[src/hdl/fct_pkg.sv]
package fct_pkg;

   localparam int OPERAND_W = 12;
   localparam int KIND_W    = 2;

   // request kind codes as they arrive on req_tuser
   localparam logic [KIND_W-1:0] KIND_INSERT = 2'd0;
   localparam logic [KIND_W-1:0] KIND_DELETE = 2'd1;
   localparam logic [KIND_W-1:0] KIND_CHECK  = 2'd2;

   // classified operation handed from front to back
   typedef enum logic [1:0] {
      OP_INSERT,
      OP_DELETE,
      OP_CHECK
   } op_type;

   typedef struct packed {
      op_type                 op;
      logic                   never_hit;  // check of zero or above max count
      logic [OPERAND_W-1:0]   operand;
   } item_type;

endpackage

[src/hdl/fct_front.sv]
module fct_front import fct_pkg::*; #(
   parameter int KEY_SPACE = 4096,
   parameter int COUNT_MAX = 4095
) (
   input  logic                 clock,
   input  logic                 reset,
   input  logic                 req_tvalid,
   output logic                 req_tready,
   input  logic [KIND_W-1:0]    req_kind,
   input  logic [OPERAND_W-1:0] req_operand,
   input  logic                 clear_busy,
   output logic                 q_valid,
   output item_type             q_item,
   input  logic                 q_pop
);

   item_type   fifo_ff [2];
   logic       wr_ptr_ff, wr_ptr_in;
   logic       rd_ptr_ff, rd_ptr_in;
   logic [1:0] cnt_ff, cnt_in;
   logic       accept, keep, push;
   item_type   cls;

   // classify: drop out-of-range keys and the unused kind
   always_comb begin
      cls.operand   = req_operand;
      cls.never_hit = (req_operand == '0) || (32'(req_operand) > COUNT_MAX);
      cls.op        = OP_CHECK;
      keep          = 1'b0;
      case (req_kind)
         KIND_INSERT: begin
            cls.op = OP_INSERT;
            keep   = 32'(req_operand) < KEY_SPACE;
         end
         KIND_DELETE: begin
            cls.op = OP_DELETE;
            keep   = 32'(req_operand) < KEY_SPACE;
         end
         KIND_CHECK: begin
            cls.op = OP_CHECK;
            keep   = 1'b1;
         end
         default: begin
            keep = 1'b0;
         end
      endcase
   end

   assign req_tready = !clear_busy && (cnt_ff != 2'd2);
   assign accept     = req_tvalid && req_tready;
   assign push       = accept && keep;
   assign q_valid    = cnt_ff != 2'd0;
   assign q_item     = fifo_ff[rd_ptr_ff];

   always_comb begin
      wr_ptr_in = push ? !wr_ptr_ff : wr_ptr_ff;
      rd_ptr_in = q_pop ? !rd_ptr_ff : rd_ptr_ff;
      cnt_in    = cnt_ff + 2'(push) - 2'(q_pop);
   end

   always_ff @(posedge clock) begin
      if (reset) begin
         wr_ptr_ff <= 1'b0;
         rd_ptr_ff <= 1'b0;
         cnt_ff    <= 2'd0;
      end else begin
         wr_ptr_ff <= wr_ptr_in;
         rd_ptr_ff <= rd_ptr_in;
         cnt_ff    <= cnt_in;
         if (push) begin
            fifo_ff[wr_ptr_ff] <= cls;
         end
      end
   end

   a_cnt_bound: assert property (@(posedge clock) disable iff (reset)
      cnt_ff != 2'd3) else $error("queue count overflow");
   a_pop_nonempty: assert property (@(posedge clock) disable iff (reset)
      q_pop |-> q_valid) else $error("pop from empty queue");
   a_no_take_clear: assert property (@(posedge clock) disable iff (reset)
      clear_busy |-> !push) else $error("request queued during clear");

endmodule

[config.mk]
export PLATFORM = sky130hd
export DESIGN_NAME = fct_front
export DESIGN_NICKNAME = d
export VERILOG_FILES = /design/src/hdl/fct_pkg.sv /design/src/hdl/fct_front.sv
export SDC_FILE = /design/constraint.sdc
export NUM_CORES = 1
export LEC_CHECK = 0
export ABC_CLOCK_PERIOD_IN_PS = 4100
export BUFFER_PORTS_ARGS = -buffer_cell sky130_fd_sc_hd__buf_2
export CORE_ASPECT_RATIO = 0.9
export CORE_UTILIZATION = 54
export DETAILED_ROUTE_END_ITERATION = 7
export PLACE_DENSITY = 0.88
export SETUP_SLACK_MARGIN = 0.4
export SYNTH_ARGS = -nofsm -noshare
export SYNTH_HDL_FRONTEND = slang
export SYNTH_SLANG_ARGS = --single-unit
[constraint.sdc]
create_clock -name clock -period 4.1 [get_ports clock]
set_input_delay 0.82 -clock clock [delete_from_list [all_inputs] [get_ports clock]]
set_output_delay 0.82 -clock clock [all_outputs]
set_load 0.02 [all_outputs]
# ---- Yosys cells after proc, flatten, opt, wreduce, memory -nomap -nowiden
# Memory sizes are Yosys's and may differ from the RTL's. A register that Yosys moved wholly into a read port is not among the register bits.
# Cells that the tools add are included.
dict set report word_totals {
  ff_bits 4
  mem_bits_rw 30
  in_bits 19
  output_inout_bits 17
  mem_count 1
}
# memory depth word_bits rd rd_ports_with_merged_regs wr line
set memory_table {}
lappend memory_table {fifo_ff 2 15 1 1 1 fct_front.sv:17} ;# item_type fifo_ff [2];
dict set report op_classes {
  addsub 2
  eq_ne 3
  muxes 7
  reduce_logical 10
}
# operator n
set ops {}
lappend ops {{12-bit logical NOT} 1}
lappend ops {{1-bit 2-to-1 mux} 6}
lappend ops {{2-bit case mux with 2 select lines} 1}
lappend ops {{1-bit logical AND} 3}
lappend ops {{1-bit logical NOT} 3}
lappend ops {{3-bit OR reduction} 1}
lappend ops {{2-bit by 1-bit adder with 2-bit output} 1}
lappend ops {{2-bit by 1-bit == test with 1-bit output, second input constant} 1}
lappend ops {{2-bit == test, second input constant} 1}
lappend ops {{2-bit logical NOT} 1}
lappend ops {{2-bit != test, second input constant} 1}
lappend ops {{2-bit nonzero test} 1}
lappend ops {{2-bit by 1-bit subtractor with 2-bit output} 1}

# ---- Logic depth before layout (Yosys ltp)
dict set report logic_depth {
  ltp_word 7
  depth_mapped 8
}

# ---- Worst setup path after synthesis
# Ideal clock, no wire load.
dict set report synth_timing {
  path_type {in2reg}
  from {in req_tvalid}
  to {mem fifo_ff[1][0] in the netlist's numbering (enable)}
  setup_time_ps 409
  arrival_ps 2465
  required_ps 3691
  setup_slack_ps 1225
  path_stages 3
  path_buffers 0
  path_cell_list {a21bo_1 > a211o_1 > nor3b_1}
}
dict set report synth_between {
  elab_chain_len 5
}
# item line
set synth_rtl {}
lappend synth_rtl {{start: declaration} fct_front.sv:7} ;# input logic req_tvalid,
lappend synth_rtl {{1-bit logical AND} fct_front.sv:50} ;# assign accept = req_tvalid && req_tready;
lappend synth_rtl {{1-bit logical AND} fct_front.sv:51} ;# assign push = accept && keep;
lappend synth_rtl {{1-bit 2-to-1 mux} fct_front.sv:70} ;# if (push) begin
lappend synth_rtl {{1-bit 2-to-1 mux} fct_front.sv:62} ;# if (reset) begin
lappend synth_rtl {{1-bit 2-to-1 mux (not written as such)} fct_front.sv:71} ;# fifo_ff[wr_ptr_ff] <= cls;
lappend synth_rtl {{end: declaration} fct_front.sv:17}
# No other way between the ends.

==> results by group <==
Status
  – Status: completed

Yosys
  – Mapped Area: 1370 um2
  – Distinct cell type count after synthesis: 21
  – Count leader, synth: edfxtp_1
  – Leading post-synthesis cells by cell area: edfxtp_1 66%, mux2_2 12%, dfxtp_1 7.3%
  – Top_reg_cell synth: edfxtp_1
  – Synthesized instance count: 78
  – Post-synth ARST share: 0
  – YS warnings: 0
  – Post-synthesis register bit count: 35
  – Post-synth top cells: 30 x edfxtp_1, 15 x mux2_2, 5 x dfxtp_1
  – Post-synth EDFFs: 30
  – Post-Syn Nets: 99
  – Synth Area per Inst: 17.5 um2
  – Post-synth top area cell: edfxtp_1
  – Seq/Total Area, Yosys: 0.733
  – Top-area cell type share of the netlist area: 0.660

Floorplanning
  – Die Ht: 49.7 um
  – Rows: 16
  – Initial Util: 0.598
  – Die width: 55.0 um
  – DIE AREA: 2730 um2
  – Core ar.: 2280 um2
  – I/O pins: 36

STA
  – RSZ-0062 raised after global routing: false
  – Fin. max-slew vios: 0
  – Final period util: 0.599
  – Setup TNS Final: 0 ps
  – Hold slack: 556 ps
  – Hold Violations, Final: 0
  – Clock Skews: 4.08 ps
  – Slew headroom: 0.566
  – Max Freq: 407 MHz
  – Setup violators final: 0
  – Worst Tran Pin Value: 650 ps
  – Post-layout min period: 2450 ps

GRT
  – GRT Total Usage: 0.185
  – Number of global-route vias before repair: 765
  – Largest net degree at the start of global routing: 16
  – GR Overflow Total: 0
  – Antenna violations before repair: 0
  – First-pass GRT wire length: 3350 um

Power
  – Net Switching: 165 uW
  – Max IR drop VDD: 0.321 mV
  – Switching share of power: 0.244
  – Pwr/cell area: 415 nW/um2
  – Flop pwr share: 0.611
  – Clock share of power: 0.242
  – Combinational power share: 0.147
  – Leakage: 0.000636 uW
  – Internal Pwr Total: 511 uW

Worst setup path
  – CP Launch Type: register
  – Worst r2r src: cnt_ff[0]$_SDFF_PP0_
  – Crit path DAT: 1630 ps
  – Max FO, Critical Path: 15
  – Setup crit end kind: primary output
  – Crit Path Category: reg2out
  – Setup slack on the worst flop-to-flop path: 2200 ps
  – Worst EP required: 3280 ps

Detailed routing
  – WL final: 2190 um
  – Routed vias: 779
  – Met3 WL post-DR: 99 um
  – Top sig layer: met4
  – Vias per cell: 5.30
  – WL met1: 978 um
  – # DRC: 0
  – Wire per inst: 14.9 um
  – Met2 WL: 1080 um
  – Initial DRC count: 16
  – Antenna viol nets, final: 0
  – Drt first pass iters: 4

Placement
  – DP HPWL: 1620 um
  – GP Congestion: 0.755
  – Placed cells: 139
  – PortBufs: 35
  – Placed standard-cell area: 1580 um2

CTS
  – Clock root cell: clkbuf_4
  – Worst-path clk slew: 90 ps
  – CTS tree: built
  – Inserted Clock Buffers: 5
  – Hold_buf cts: 0
  – Post CTS Setup Buffer Count: 0
  – CTS max path bufs: 2
  – Clock sink total: 35
  – Post-CTS Resized: 0
  – CTS H-tree depth: 2
  – Clock latency on the worst-skew pair: 310 ps

Final layout
  – Final Net Count: 140
  – Layout Cells excl Fill: 147
  – Layout fillers: 157
  – Finished Cell Area: 1630 um2
  – Ant diodes: 0
  – Area Overhead vs Synth: 19.3%
  – Share of cells above drive strength 1: 0.508

Min path
  – Critical hold path startpoint: rd_ptr_ff$_SDFFE_PP0P_
  – Worst hold-check path type: reg2reg

Flow run
  – Max cap viols: 0
stage by stage:
| step | total power [uW] | worst slack (ps) | util |
|---|---|---|---|
| global route | 704 | 1530 | 0.714 |
| floorplan | 486 | 1230 | - |
| finish | 676 | 1650 | 0.714 |
| detailed placement | 521 | 1560 | 0.692 |
| CTS | 681 | 1580 | 0.714 |
| global placement | 517 | 1660 | 0.692 |
final cells by class:
cell class | instances | area (um2) | area share
clock buffers | 6 | 41.3 | 0.0253
clock inverters | 2 | 7.51 | 0.00461
inverters | 2 | 7.51 | 0.00461
multi-input cells | 38 | 348 | 0.214
flip-flops and latches | 35 | 1000 | 0.614
well taps | 27 | 33.8 | 0.0207
repair buffers | 37 | 190 | 0.117
layer usage:
metal  GRT usage  vias up
li1            -      374
met1       0.222      376
met2       0.295       24
met3      0.0648        5
met4      0.0750        0
met5           0        -
sequential cells by signal (all words and copies together), names as in the netlist, named ones only:
name	count
fifo_ff	30
wr_ptr_ff	1
rd_ptr_ff	1
cnt_ff	2
placed cells by master, fill, tap and decap left out, drive strengths merged, types with 2 or more instances in the layout:
master | Yosys | layout
buf | 2 | 37
edfxtp | 30 | 30
mux2 | 16 | 16
clkbuf | 0 | 6
dfxtp | 5 | 5
nor2 | 4 | 4
nor4 | 3 | 3
inv | 2 | 2
nor2b | 2 | 2
xnor2 | 2 | 2
ha | 2 | 2
clkinv | 0 | 2
worst max-delay path: stages, from the launching register on:
cell     delay, ps
dfxtp_1        750
mux2_2         410
buf_2          160
worst paths after layout:
| check | to | depth (start not counted) |
|---|---|---|
| worst max-delay path | q_item[8] | 2 |
| worst min-delay path | register | 2 |
| worst max register to register | fifo_ff[1][2]$_DFFE_PP_ | 4 |
| worst min register to register | register | 2 |
cell families after synthesis:
family,share of synthesized area
compound gates,0.0174
xor+xnor,0.0193
fa+ha+maj,0.0183
buf+inv,0.0193
flops,0.733
mux,0.135
simple gates,0.0577
power by group through the flow:
stage | logic (uW) | registers [uW] | clock network, uW
CTS | 100 | 414 | 166
detailed placement | 99.6 | 422 | 0
finish | 99.1 | 413 | 164
global route | 108 | 416 | 180
floorplan | 71.2 | 414 | 0
global placement | 96.7 | 421 | 0
Note: power is estimated with default switching activity, not from simulation.
